--- config.mk ---
export PLATFORM = sky130hd
export DESIGN_NAME = epoch_to_calendar
export DESIGN_NICKNAME = d
export VERILOG_FILES = /design/src/rtl/e2c_pkg.sv /design/src/rtl/epoch_to_calendar.sv /design/src/rtl/e2c_front.sv /design/src/rtl/e2c_queue.sv /design/src/rtl/e2c_back.sv
export SDC_FILE = /design/constraint.sdc
export NUM_CORES = 1
export LEC_CHECK = 0
export ABC_AREA = 1
export BUFFER_PORTS_ARGS = -buffer_cell sky130_fd_sc_hd__buf_2
export CAP_MARGIN = 20
export CORE_UTILIZATION = 45
export CTS_BUF_LIST = sky130_fd_sc_hd__clkbuf_4
export DETAILED_ROUTE_END_ITERATION = 10
export GPL_TIMING_DRIVEN = 1
export SYNTH_ARGS = -nofsm -noshare
export SYNTH_HDL_FRONTEND = slang
export SYNTH_SLANG_ARGS = --single-unit
--- constraint.sdc ---
create_clock -name clk -period 15.93 [get_ports clk]
set_input_delay 3.186 -clock clk [delete_from_list [all_inputs] [get_ports clk]]
set_output_delay 3.186 -clock clk [all_outputs]
set_load 0.02 [all_outputs]
--- src/rtl/e2c_pkg.sv ---
// ----------------------------------------------------------------------------
// e2c_pkg
// Shared types, constants and small calendar helpers for the epoch to
// calendar converter.
// ----------------------------------------------------------------------------
package e2c_pkg;

	// Time of day divisors
	localparam logic [17:0] SEC_PER_DAY  = 18'd86400;
	localparam logic [17:0] SEC_PER_HOUR = 18'd3600;
	localparam logic [17:0] SEC_PER_MIN  = 18'd60;

	// Reciprocals for the odd parts of the divisors, rounded up:
	// 86400 = 128 * 675, 3600 = 16 * 225, 60 = 4 * 15.
	// Each is exact over the full range of its shifted dividend.
	localparam logic [25:0] DAY_RECIP  = 26'd50903317;  // 2^35 / 675
	localparam logic [13:0] HOUR_RECIP = 14'd9321;      // 2^21 / 225
	localparam logic [10:0] MIN_RECIP  = 11'd1093;      // 2^14 / 15

	// Calendar constants
	localparam logic [11:0] BASE_YEAR     = 12'd1970;
	localparam logic [11:0] OFFSET_YEAR   = 12'd2000;
	localparam logic [11:0] CENTURY_2100  = 12'd2100;
	localparam logic [8:0]  DAYS_LEAP     = 9'd366;
	localparam logic [8:0]  DAYS_COMMON   = 9'd365;
	localparam logic [16:0] EPOCH_WEEKDAY = 17'd4;   // 1970-01-01 was a Thursday
	localparam logic [3:0]  MONTH_FEB     = 4'd2;
	localparam logic [3:0]  MONTH_LAST    = 4'd12;

	// Default depth of the queue between front and back
	localparam int QUEUE_DEPTH = 2;

	// One classified transaction handed from front to back
	typedef struct packed {
		logic [15:0] days;
		logic [4:0]  hour;
		logic [5:0]  minute;
		logic [5:0]  second;
		logic [2:0]  weekday;
	} e2c_item_t;

	// Queue status seen by front and back
	typedef struct packed {
		logic full;
		logic empty;
	} e2c_qstat_t;

	// Gregorian leap rule over the reachable span 1970..2106: the only
	// century years in it are 2000 (leap, multiple of 400) and 2100 (not leap).
	function automatic logic is_leap(input logic [11:0] y);
		return (y[1:0] == 2'b00) && (y != CENTURY_2100);
	endfunction

	// Length of a month, 1 = January
	function automatic logic [4:0] month_len(input logic [3:0] m, input logic leap);
		logic [4:0] len;
		case (m)
			4'd2:                 len = leap ? 5'd29 : 5'd28;
			4'd4, 4'd6, 4'd9, 4'd11: len = 5'd30;
			default:              len = 5'd31;
		endcase
		return len;
	endfunction

	// Residue modulo 7 by folding octal digits (8 = 1 mod 7)
	function automatic logic [2:0] mod7(input logic [16:0] v);
		logic [5:0] s1;
		logic [3:0] s2;
		s1 = 6'(v[2:0]) + 6'(v[5:3]) + 6'(v[8:6]) + 6'(v[11:9])
			+ 6'(v[14:12]) + 6'(v[16:15]);
		s2 = 4'(s1[2:0]) + 4'(s1[5:3]);
		if (s2 >= 4'd7)
			s2 = s2 - 4'd7;
		return s2[2:0];
	endfunction

endpackage

--- src/rtl/epoch_to_calendar.sv ---
// ----------------------------------------------------------------------------
// epoch_to_calendar
// Converts a 32-bit Unix second count into UTC time of day, weekday and
// Gregorian date.
// ----------------------------------------------------------------------------
// Usage:
//   Drive epoch_seconds and raise start; the transaction is taken at a
//   rising edge where start is high and busy is low. busy then stays high
//   while the front splits the count (one reciprocal multiply or one
//   subtract per cycle for days, hours, minutes and seconds, then the
//   push), and stays high in the push state while the queue is full.
//   The back part pops the queue and strips one year per cycle from 1970,
//   then one month per cycle. That loop sets the sustained rate; the
//   front works on the next count meanwhile. With the back idle, the time
//   to done depends on the date; earlier transactions still in the back
//   add their time.
//   Each result is registered on the output ports and marked by done for
//   exactly one cycle; the receiver must take it then, there is no stall.
//   Reset (arst_n low) empties the queue and drops any transaction in
//   flight; no result is produced for it.
// ----------------------------------------------------------------------------
module epoch_to_calendar
	import e2c_pkg::*;
#(
	parameter int QDEPTH = QUEUE_DEPTH
) (
	input  logic              clk,
	input  logic              arst_n,
	input  logic              start,
	output logic              busy,
	input  logic [31:0]       epoch_seconds,
	output logic              done,
	output logic [4:0]        hour,
	output logic [5:0]        minute,
	output logic [5:0]        second,
	output logic [2:0]        weekday,
	output logic [11:0]       year,
	output logic signed [7:0] year_offset,
	output logic [3:0]        month,
	output logic [4:0]        day_of_month
);

	e2c_qstat_t qstat;
	e2c_item_t  push_item;
	e2c_item_t  pop_item;
	logic       push;
	logic       pop;

	// Divide front
	e2c_front u_front (
		.clk           (clk),
		.arst_n        (arst_n),
		.start         (start),
		.epoch_seconds (epoch_seconds),
		.busy          (busy),
		.qstat         (qstat),
		.push          (push),
		.push_item     (push_item)
	);

	// Decoupling queue
	e2c_queue #(
		.DEPTH (QDEPTH)
	) u_queue (
		.clk       (clk),
		.arst_n    (arst_n),
		.push      (push),
		.push_item (push_item),
		.pop       (pop),
		.pop_item  (pop_item),
		.qstat     (qstat)
	);

	// Calendar back
	e2c_back u_back (
		.clk          (clk),
		.arst_n       (arst_n),
		.qstat        (qstat),
		.pop_item     (pop_item),
		.pop          (pop),
		.done         (done),
		.hour         (hour),
		.minute       (minute),
		.second       (second),
		.weekday      (weekday),
		.year         (year),
		.year_offset  (year_offset),
		.month        (month),
		.day_of_month (day_of_month)
	);

	// Accepted transaction always starts the divider
	a_accept_busy: assert property (@(posedge clk) disable iff (!arst_n)
		start && !busy |=> busy)
		else $error("front did not go busy after accepting a transaction");

	// Result strobe is a single-cycle pulse
	a_done_pulse: assert property (@(posedge clk) disable iff (!arst_n)
		done |=> !done)
		else $error("done held for more than one cycle");

	// Divider remainders stay in range
	a_time_range: assert property (@(posedge clk) disable iff (!arst_n)
		done |-> (hour < 5'd24) && (minute < 6'd60) && (second < 6'd60) && (weekday < 3'd7))
		else $error("time of day or weekday out of range");

	// Month stripping leaves a legal date
	a_date_range: assert property (@(posedge clk) disable iff (!arst_n)
		done |-> (month != 4'd0) && (month <= MONTH_LAST) && (day_of_month != 5'd0))
		else $error("month or day out of range");

endmodule

--- src/rtl/e2c_front.sv ---
// ----------------------------------------------------------------------------
// e2c_front
// Accepts a second count and splits it into whole days, hours, minutes and
// seconds, one reciprocal multiply or one back-subtract per cycle.
// ----------------------------------------------------------------------------
module e2c_front
	import e2c_pkg::*;
(
	input  logic         clk,
	input  logic         arst_n,
	input  logic         start,
	input  logic [31:0]  epoch_seconds,
	output logic         busy,
	input  e2c_qstat_t   qstat,
	output logic         push,
	output e2c_item_t    push_item
);

	localparam logic [2:0] F_IDLE = 3'd0;
	localparam logic [2:0] F_DAY  = 3'd1;
	localparam logic [2:0] F_TOD  = 3'd2;
	localparam logic [2:0] F_HOUR = 3'd3;
	localparam logic [2:0] F_HREM = 3'd4;
	localparam logic [2:0] F_MIN  = 3'd5;
	localparam logic [2:0] F_SEC  = 3'd6;
	localparam logic [2:0] F_PUSH = 3'd7;

	logic [2:0]  state_q;
	logic [31:0] ep_q;
	logic [15:0] days_q;
	logic [16:0] tod_q;
	logic [4:0]  hour_q;
	logic [11:0] rem_q;
	logic [5:0]  minute_q;
	logic [5:0]  second_q;

	logic [50:0] day_prod;
	logic [31:0] day_secs;
	logic [31:0] tod_diff;
	logic [25:0] hour_prod;
	logic [16:0] hour_secs;
	logic [16:0] hrem_diff;
	logic [19:0] min_prod;
	logic [11:0] min_secs;
	logic [11:0] sec_diff;

	// Days: drop the power of two, then multiply by the reciprocal of 675
	assign day_prod = 51'(ep_q[31:7]) * 51'(DAY_RECIP);
	assign day_secs = 32'(days_q) * 32'(SEC_PER_DAY);
	assign tod_diff = ep_q - day_secs;

	// Hours: seconds of the day over 16, times the reciprocal of 225
	assign hour_prod = 26'(tod_q[16:4]) * 26'(HOUR_RECIP);
	assign hour_secs = 17'(hour_q) * 17'(SEC_PER_HOUR);
	assign hrem_diff = tod_q - hour_secs;

	// Minutes: seconds of the hour over 4, times the reciprocal of 15
	assign min_prod = 20'(rem_q[11:2]) * 20'(MIN_RECIP);
	assign min_secs = 12'(minute_q) * 12'(SEC_PER_MIN);
	assign sec_diff = rem_q - min_secs;

	// Phase sequencer
	always_ff @(posedge clk or negedge arst_n) begin
		if (!arst_n) begin
			state_q <= F_IDLE;
		end else begin
			case (state_q)
				F_IDLE: begin
					if (start)
						state_q <= F_DAY;
				end
				F_DAY:  state_q <= F_TOD;
				F_TOD:  state_q <= F_HOUR;
				F_HOUR: state_q <= F_HREM;
				F_HREM: state_q <= F_MIN;
				F_MIN:  state_q <= F_SEC;
				F_SEC:  state_q <= F_PUSH;
				F_PUSH: begin
					if (!qstat.full)
						state_q <= F_IDLE;
				end
				default: state_q <= F_IDLE;
			endcase
		end
	end

	// Split datapath, one step per phase
	always_ff @(posedge clk) begin
		case (state_q)
			F_IDLE: ep_q     <= epoch_seconds;
			F_DAY:  days_q   <= day_prod[50:35];
			F_TOD:  tod_q    <= tod_diff[16:0];
			F_HOUR: hour_q   <= hour_prod[25:21];
			F_HREM: rem_q    <= hrem_diff[11:0];
			F_MIN:  minute_q <= min_prod[19:14];
			F_SEC:  second_q <= sec_diff[5:0];
			default: ;
		endcase
	end

	assign busy = (state_q != F_IDLE);
	assign push = (state_q == F_PUSH) && !qstat.full;

	// Weekday from the whole day count
	always_comb begin
		push_item.days    = days_q;
		push_item.hour    = hour_q;
		push_item.minute  = minute_q;
		push_item.second  = second_q;
		push_item.weekday = mod7(17'(days_q) + EPOCH_WEEKDAY);
	end

endmodule

--- src/rtl/e2c_queue.sv ---
// ----------------------------------------------------------------------------
// e2c_queue
// Small register queue that decouples the divide front from the calendar
// back.
// ----------------------------------------------------------------------------
module e2c_queue
	import e2c_pkg::*;
#(
	parameter int DEPTH = QUEUE_DEPTH
) (
	input  logic       clk,
	input  logic       arst_n,
	input  logic       push,
	input  e2c_item_t  push_item,
	input  logic       pop,
	output e2c_item_t  pop_item,
	output e2c_qstat_t qstat
);

	localparam int PW = (DEPTH > 1) ? $clog2(DEPTH) : 1;
	localparam int CW = $clog2(DEPTH + 1);

	e2c_item_t       mem_q [DEPTH];
	logic [PW-1:0]   wr_ptr_q;
	logic [PW-1:0]   rd_ptr_q;
	logic [CW-1:0]   count_q;

	// Pointers and fill level
	always_ff @(posedge clk or negedge arst_n) begin
		if (!arst_n) begin
			wr_ptr_q <= '0;
			rd_ptr_q <= '0;
			count_q  <= '0;
		end else begin
			if (push)
				wr_ptr_q <= (wr_ptr_q == PW'(DEPTH - 1)) ? '0 : wr_ptr_q + PW'(1);
			if (pop)
				rd_ptr_q <= (rd_ptr_q == PW'(DEPTH - 1)) ? '0 : rd_ptr_q + PW'(1);
			if (push && !pop)
				count_q <= count_q + CW'(1);
			else if (pop && !push)
				count_q <= count_q - CW'(1);
		end
	end

	// Storage
	always_ff @(posedge clk) begin
		if (push)
			mem_q[wr_ptr_q] <= push_item;
	end

	assign pop_item    = mem_q[rd_ptr_q];
	assign qstat.full  = (count_q == CW'(DEPTH));
	assign qstat.empty = (count_q == '0);

endmodule

--- src/rtl/e2c_back.sv ---
// ----------------------------------------------------------------------------
// e2c_back
// Takes a day count off the queue, strips whole years from 1970 and then
// whole months, and registers the result, marked by a one-cycle done.
// ----------------------------------------------------------------------------
module e2c_back
	import e2c_pkg::*;
(
	input  logic              clk,
	input  logic              arst_n,
	input  e2c_qstat_t        qstat,
	input  e2c_item_t         pop_item,
	output logic              pop,
	output logic              done,
	output logic [4:0]        hour,
	output logic [5:0]        minute,
	output logic [5:0]        second,
	output logic [2:0]        weekday,
	output logic [11:0]       year,
	output logic signed [7:0] year_offset,
	output logic [3:0]        month,
	output logic [4:0]        day_of_month
);

	localparam logic [1:0] B_IDLE  = 2'd0;
	localparam logic [1:0] B_YEAR  = 2'd1;
	localparam logic [1:0] B_MONTH = 2'd2;

	logic [1:0]  state_q;
	logic        done_q;
	e2c_item_t   item_q;
	logic [15:0] days_q;
	logic [11:0] year_q;
	logic [3:0]  month_q;

	logic [4:0]  hour_q;
	logic [5:0]  minute_q;
	logic [5:0]  second_q;
	logic [2:0]  weekday_q;
	logic [11:0] year_out_q;
	logic [7:0]  year_off_q;
	logic [3:0]  month_out_q;
	logic [4:0]  dom_q;

	logic        leap;
	logic [8:0]  ylen;
	logic [4:0]  mlen;
	logic        year_fits;
	logic        month_stop;
	logic [11:0] year_diff;

	assign leap       = is_leap(year_q);
	assign ylen       = leap ? DAYS_LEAP : DAYS_COMMON;
	assign mlen       = month_len(month_q, leap);
	assign year_fits  = (days_q >= 16'(ylen));
	assign month_stop = (days_q < 16'(mlen)) || (month_q == MONTH_LAST);
	assign year_diff  = year_q - OFFSET_YEAR;
	assign pop        = (state_q == B_IDLE) && !qstat.empty;

	// Control
	always_ff @(posedge clk or negedge arst_n) begin
		if (!arst_n) begin
			state_q <= B_IDLE;
			done_q  <= 1'b0;
		end else begin
			done_q <= 1'b0;
			case (state_q)
				B_IDLE: begin
					if (!qstat.empty)
						state_q <= B_YEAR;
				end
				B_YEAR: begin
					if (!year_fits)
						state_q <= B_MONTH;
				end
				B_MONTH: begin
					if (month_stop) begin
						state_q <= B_IDLE;
						done_q  <= 1'b1;
					end
				end
				default: state_q <= B_IDLE;
			endcase
		end
	end

	// Year and month stripping datapath
	always_ff @(posedge clk) begin
		case (state_q)
			B_IDLE: begin
				item_q  <= pop_item;
				days_q  <= pop_item.days;
				year_q  <= BASE_YEAR;
				month_q <= 4'd1;
			end
			B_YEAR: begin
				if (year_fits) begin
					days_q <= days_q - 16'(ylen);
					year_q <= year_q + 12'd1;
				end
			end
			B_MONTH: begin
				if (month_stop) begin
					hour_q      <= item_q.hour;
					minute_q    <= item_q.minute;
					second_q    <= item_q.second;
					weekday_q   <= item_q.weekday;
					year_out_q  <= year_q;
					year_off_q  <= year_diff[7:0];
					month_out_q <= month_q;
					dom_q       <= days_q[4:0] + 5'd1;
				end else begin
					days_q  <= days_q - 16'(mlen);
					month_q <= month_q + 4'd1;
				end
			end
			default: ;
		endcase
	end

	assign done         = done_q;
	assign hour         = hour_q;
	assign minute       = minute_q;
	assign second       = second_q;
	assign weekday      = weekday_q;
	assign year         = year_out_q;
	assign year_offset  = signed'(year_off_q);
	assign month        = month_out_q;
	assign day_of_month = dom_q;

endmodule
---- Word level (Yosys, flattened, before mapping) ----
Memories as Yosys holds them, arrays and structs flattened.
Index checks and enable logic that the tools add are counted.
storage, ports and cells
  memories kept ........................... 1
  memory bits (writable) .................. 72
  bits in latches ......................... 0
  ROM bits ................................ 0
  output and inout bits ................... 51
  flip-flop bits (word level) ............. 205
memories
  memory         words  bits a word  read ports  clocked after memory_dff  wr ports  RTL line         source
  u_queue.mem_q  2      36           1           0                         1         e2c_queue.sv:23  e2c_item_t mem_q [DEPTH];
cells by class
  divide/modulo/power cells ............... 0
  mux-type cells .......................... 26
  reductions and logical operators ........ 26
  bitwise operators ....................... 0
  $mul .................................... 6
  add/sub/neg operators ................... 21
  equal/unequal tests ..................... 24
  magnitude comparators ................... 3
  shifts and indexed selects .............. 0
operators with widths
  kind                                                  number
  multiplier 25 x 26 -> 51 bit (second input constant)  1
  case mux 16 bit (3 select lines)                      1
  two-way mux 16 bit                                    2
  multiplier 13 x 14 -> 26 bit (second input constant)  1
  case mux 12 bit (2 select lines)                      1
  case mux 3 bit (8 select lines)                       1
  multiplier 10 x 11 -> 20 bit (second input constant)  1
  adder 6 x 3 -> 6 bit                                  3
  adder 16 x 3 -> 17 bit (second input constant)        1
  subtractor 17 bit                                     1
  greater-or-equal comparator 16 x 9 -> 1 bit           1
  less-than comparator 16 x 5 -> 1 bit                  1
  multiplier 16 x 10 -> 10 bit (second input constant)  1
  subtractor 16 x 5 -> 16 bit                           1
  subtractor 16 x 9 -> 16 bit                           1
  adder 12 x 1 -> 12 bit (second input constant)        1
  == test 3 bit (second input constant)                 4
  == test 4 bit (second input constant)                 3
  two-way mux 12 bit                                    1
  two-way mux 2 bit                                     6
  != test 12 bit (second input constant)                1
  subtractor 12 bit                                     1
  != test 2 bit (second input constant)                 5
  case mux 5 bit (2 select lines)                       1
  other kinds (35)                                      65

---- Logic depth before layout (Yosys ltp) ----
  depth after elaboration ................. 9
  gate-level depth with buffers ........... 28

---- Cells and area by module ----
A second synthesis with hierarchy kept.
second synthesis, totals
  cell total of the unflattened synthesis .. 3096
  area total of the unflattened synthesis .. 28561.1 um^2
modules (own cells, without submodules)
  module     seq. area each (um^2)  cells an instance  instances  area an instance (um^2)
  e2c_front  2897.8                 2472               1          20598.5
  e2c_back   2987.9                 487                1          5008.6
  e2c_queue  2262.2                 137                1          2954.1

---- Worst setup path after synthesis ----
OpenSTA, ideal clock, no wires.
  kind .................................... reg2out
  from .................................... reg u_front.state_q[0]
  to ...................................... out busy
  setup slack ............................. 9466 ps
  path buffers ............................ 0
  cell stages (with the launch flop) ...... 3
  data required time ...................... 12744 ps
  data arrival time ....................... 3278 ps
  path through ............................ dfrtp_1 > nor3_1 > inv_1
between the ends
  longest elaborated chain between the ends .. 1
RTL lines
  item                    RTL line                 source
  start, declared         e2c_front.sv:28          logic [2:0] state_q;
  start signal, assigned  e2c_front.sv:65          state_q <= F_IDLE;
  start signal, assigned  e2c_front.sv:70          state_q <= F_DAY;
  start signal, assigned  e2c_front.sv:72          F_DAY: state_q <= F_TOD;
  nonzero test 3 bit      e2c_front.sv:101         assign busy = (state_q != F_IDLE);
  end, declared           epoch_to_calendar.sv:30  output logic busy,
No other way between the ends.

---- Final worst setup path ----
  from .................................... reg u_front.ep_q[12]
  to ...................................... reg u_front.days_q[13], data pin
between the ends
  longest elaborated chain between the ends .. 1
RTL lines
  item                          RTL line         source
  start, declared               e2c_front.sv:29  logic [31:0] ep_q;
  start signal, assigned        e2c_front.sv:90  F_IDLE: ep_q <= epoch_seconds;
  multiplier 25 x 26 -> 51 bit  e2c_front.sv:48  assign day_prod = 51'(ep_q[31:7]) * 51'(DAY_RECIP);
  net u_front.day_prod[48]      e2c_front.sv:37  logic [50:0] day_prod;
  end signal, assigned          e2c_front.sv:91  F_DAY: days_q <= day_prod[50:35];
  end, declared                 e2c_front.sv:30  logic [15:0] days_q;
The timed path passes the listed nets, and every way through them passes these cells.
A chain may end at the register's enable or synchronous reset.

==> out/qor.yml <==
place:
  dp_hpwl_microns: 54300
  post_dp_cell_area_sq_um: 29700
  globalplace.congestion: 0.929
  portBuffers: 85
  place_inst: 4059
finish:
  area_growth_pct: 8.89
  drive_gt1_share_pct: 7.77
  finalNonFillerCells: 4198
  finalNetCount: 4061
  final_cell_area_sq_um: 30700
setup_path:
  critical_path_class: "flop to flop"
  crit_family: "adder cells"
  crit_top_cell: "inv_1"
  crit_chain: "inv_1, ha_1, inv_1, fa_1, ha_1, inv_1, fa_1, inv_1, fa_1, fa_1, inv_1, fa_1, inv_1, ha_1, nand2_1, nor2_1, and2_1, nand2_1, nor2_1, nand2_1, nand4_1, nand2_1"
  startpoint: "u_front.ep_q[12]$_DFFE_PN_"
  reg2reg_from: "u_front.ep_q[12]$_DFFE_PN_"
  reg2reg_slack_ns: 9.82
  cp.arrival_ns: 6.70
  cpPeakStageDelay_ns: 0.83
  critPathSlowestCell: "edfxtp_1"
  cp_num_buf_inv: 6
  start_kind: "flop"
  worstPathRequired_ns: 16.52
  end_kind: "flop"
  crit_fanout: 12
clocking:
  clkSinkCount: 273
  cts_buffers: 78
  clock_path_buffers: 3
  cts_setup_buffers: 0
  worstSkewPairLatency_ns: 0.85
  clk_pin_slew_ns: 0.07
  clockRootBuffer: "clkbuf_4"
  cts_resized: 0
  holdBufCountCts: 0
  cts_max_level: 3
  cts_tree: "done"
global_routing:
  grt_remaining_overflow: 0
  grt_max_degree: 48
  grt_pass1_wl_microns: 105000
  grt_usage_pct: 21.4
  grt_pass1_vias: 20000
  antenna_found_initial: 3
floorplan:
  die_h_microns: 252
  fp.coreArea_sq_um: 61800
  start_util_pct: 45.7
  rows: 91
  die_width_microns: 252
  die_area_sq_um: 63800
  io_pins: 86
sta:
  slew_headroom_pct: 27.5
  rsz0062_at_grt: "no"
  slew_violations: 0
  fin_tns_setup_ns: 0
  fin_crit_ns: 6.11
  tightest_slew_ns: 1.08
  finalHoldViolCount: 0
  max_freq_mhz: 164
  fin_crit_sh_pct: 38.3
  finClkSkew_ns: 0.0791
  final-setup-viol-count: 0
  timing.hold.ws_ns: 0.400
route:
  wl_per_cell_microns: 15.6
  drt_iter0_drc: 827
  routed_wl_microns: 65400
  ant_nets: 0
  num_vias: 20000
  remaining_drc_errors: 0
  viasPerCell: 4.76
  drt-pass1-iter-count: 8
yosys:
  synth-edff-count: 263
  ys_seq_elements: 273
  synth_flop_cell: "edfxtp_1"
  netlist_area_sq_um: 28200
  yosysWarningCount: 0
  synth_cells: 3148
  async_flop_share_pct: 3.66
  synth.distinct_cells: 47
  seq_area_frac_synth_pct: 28.9
  syn_avg_cell_area_sq_um: 8.97
  syn_nets: 3906
run_status:
  status: "finished, final reports clean"
flow_run:
  drv_cap: 0
worst_hold_path:
  hp-start: "u_back.item_q[2]$_DFFE_PP_"
  hold_class: "flop to flop"
==> flip-flops by register name, summed over array words and instances (netlist names), 8 cells and up <==
signal	count
u_queue.mem_q	72
u_front.ep_q	32
u_back.item_q	20
u_front.tod_q	17
u_back.days_q	16
u_front.days_q	16
u_back.year_q	12
u_front.rem_q	12
u_back.year	8
u_back.year_offset	8
==> worst reg2reg max path, stage by stage, from the launching register on <==
cell and delay [ns]:
edfxtp_1 0.83, inv_1 0.25, ha_1 0.39, inv_1 0.08
fa_1 0.45, ha_1 0.28, inv_1 0.05, fa_1 0.49
inv_1 0.04, fa_1 0.46, fa_1 0.54, inv_1 0.05
fa_1 0.52, inv_1 0.04, ha_1 0.31, nand2_1 0.11
nor2_1 0.32, and2_1 0.25, nand2_1 0.08, nor2_1 0.08
nand2_1 0.07, nand4_1 0.09, nand2_1 0.07
==> layer usage <==
metal / vias to the layer above / global-route usage, % / routed length [microns]
li1: 10300 / - / -
met1: 9241 / 26.8 / 29000
met2: 354 / 37.1 / 31900
met3: 125 / 3.34 / 2400
met4: 2 / 8.12 / 2120
met5: - / 0 / 10
==> cells by family after synthesis <==
logic type	count (synthesis)	synth area share, %
AND/OR/NAND/NOR	1057	15.6
buffers and inverters	809	10.9
adder cells (fa/ha/maj)	723	38.4
flip-flops	273	28.9
AO/OA/AOI/OAI	214	4.07
XOR/XNOR	71	2.20
multiplexers	1	0.0399
==> placed cells by master (no fill, tap or decap), drive strengths merged, types with 3 or more instances in the layout <==
| cell type | Yosys | routed |
|---|---|---|
| a21o | 6 | 6 |
| a21oi | 96 | 96 |
| a31oi | 4 | 4 |
| and2 | 4 | 4 |
| buf | 15 | 98 |
| clkbuf | 8 | 109 |
| clkinv | 1 | 21 |
| dfrtp | 10 | 10 |
| edfxtp | 263 | 263 |
| fa | 238 | 238 |
| ha | 485 | 485 |
| inv | 785 | 789 |
| nand2 | 661 | 661 |
| nand3 | 117 | 117 |
| nand3b | 5 | 5 |
| nand4 | 40 | 40 |
| nor2 | 199 | 199 |
| nor3 | 23 | 23 |
| nor4 | 3 | 3 |
| o211ai | 4 | 4 |
| o21ai | 88 | 88 |
| o21bai | 7 | 7 |
| xnor2 | 26 | 26 |
| xor2 | 45 | 45 |
==> stage by stage <==
| step | setup WS, ns | utilization, % |
|---|---|---|
| after floorplan | 9.47 | - |
| after global routing | 9.36 | 49.7 |
| after global placement | 9.80 | 48.1 |
| after CTS | 9.79 | 49.7 |
| final | 9.82 | 49.7 |
| after detailed placement | 9.74 | 48.1 |
==> area by class of cell <==
type                            instances  area, sq um
Antenna cell                            2         5.00
Fill cell                            5935        31100
Clock buffer                          109          818
Inverter                              786         2950
Sequential cell                       273         8150
Timing Repair Buffer                   98          527
Clock inverter                         27          200
Multi-Input combinational cell       2066        17000
Tap cell                              837         1050
==> cell usage after synthesis (8+ instances only) <==
| cell type | n | share of area, % |
|---|---|---|
| edfxtp_1 | 263 | 28 |
| inv_1 | 779 | 10 |
| nor2_1 | 192 | 2.6 |
| fa_1 | 238 | 17 |
| a21oi_1 | 95 | 1.7 |
| xnor2_1 | 26 | 0.81 |
| o21ai_0 | 83 | 1.5 |
| nand3_1 | 114 | 2.0 |
| ha_1 | 485 | 21 |
| nand2_1 | 654 | 8.7 |
| nand4_1 | 39 | 0.86 |
| dfrtp_1 | 10 | 0.89 |
| xor2_1 | 45 | 1.4 |
| nor3_1 | 17 | 0.30 |
| clkbuf_1 | 8 | 0.11 |
==> worst paths after layout <==
path	to	cells past startpoint
worst max-delay path	u_front.days_q[13]$_DFFE_PP_	22
worst min-delay path	u_back.weekday[2]$_DFFE_PP_	0
worst max register to register	u_front.days_q[13]$_DFFE_PP_	22
worst min register to register	u_back.weekday[2]$_DFFE_PP_	0
max in group asynchronous	u_back.state_q[0]$_DFFE_PN0P_	1
min in group asynchronous	u_front.state_q[1]$_DFFE_PN0P_	1
Power is not shown: default switching activity piles up to over one toggle a cycle in this logic, so the estimate is an artifact.
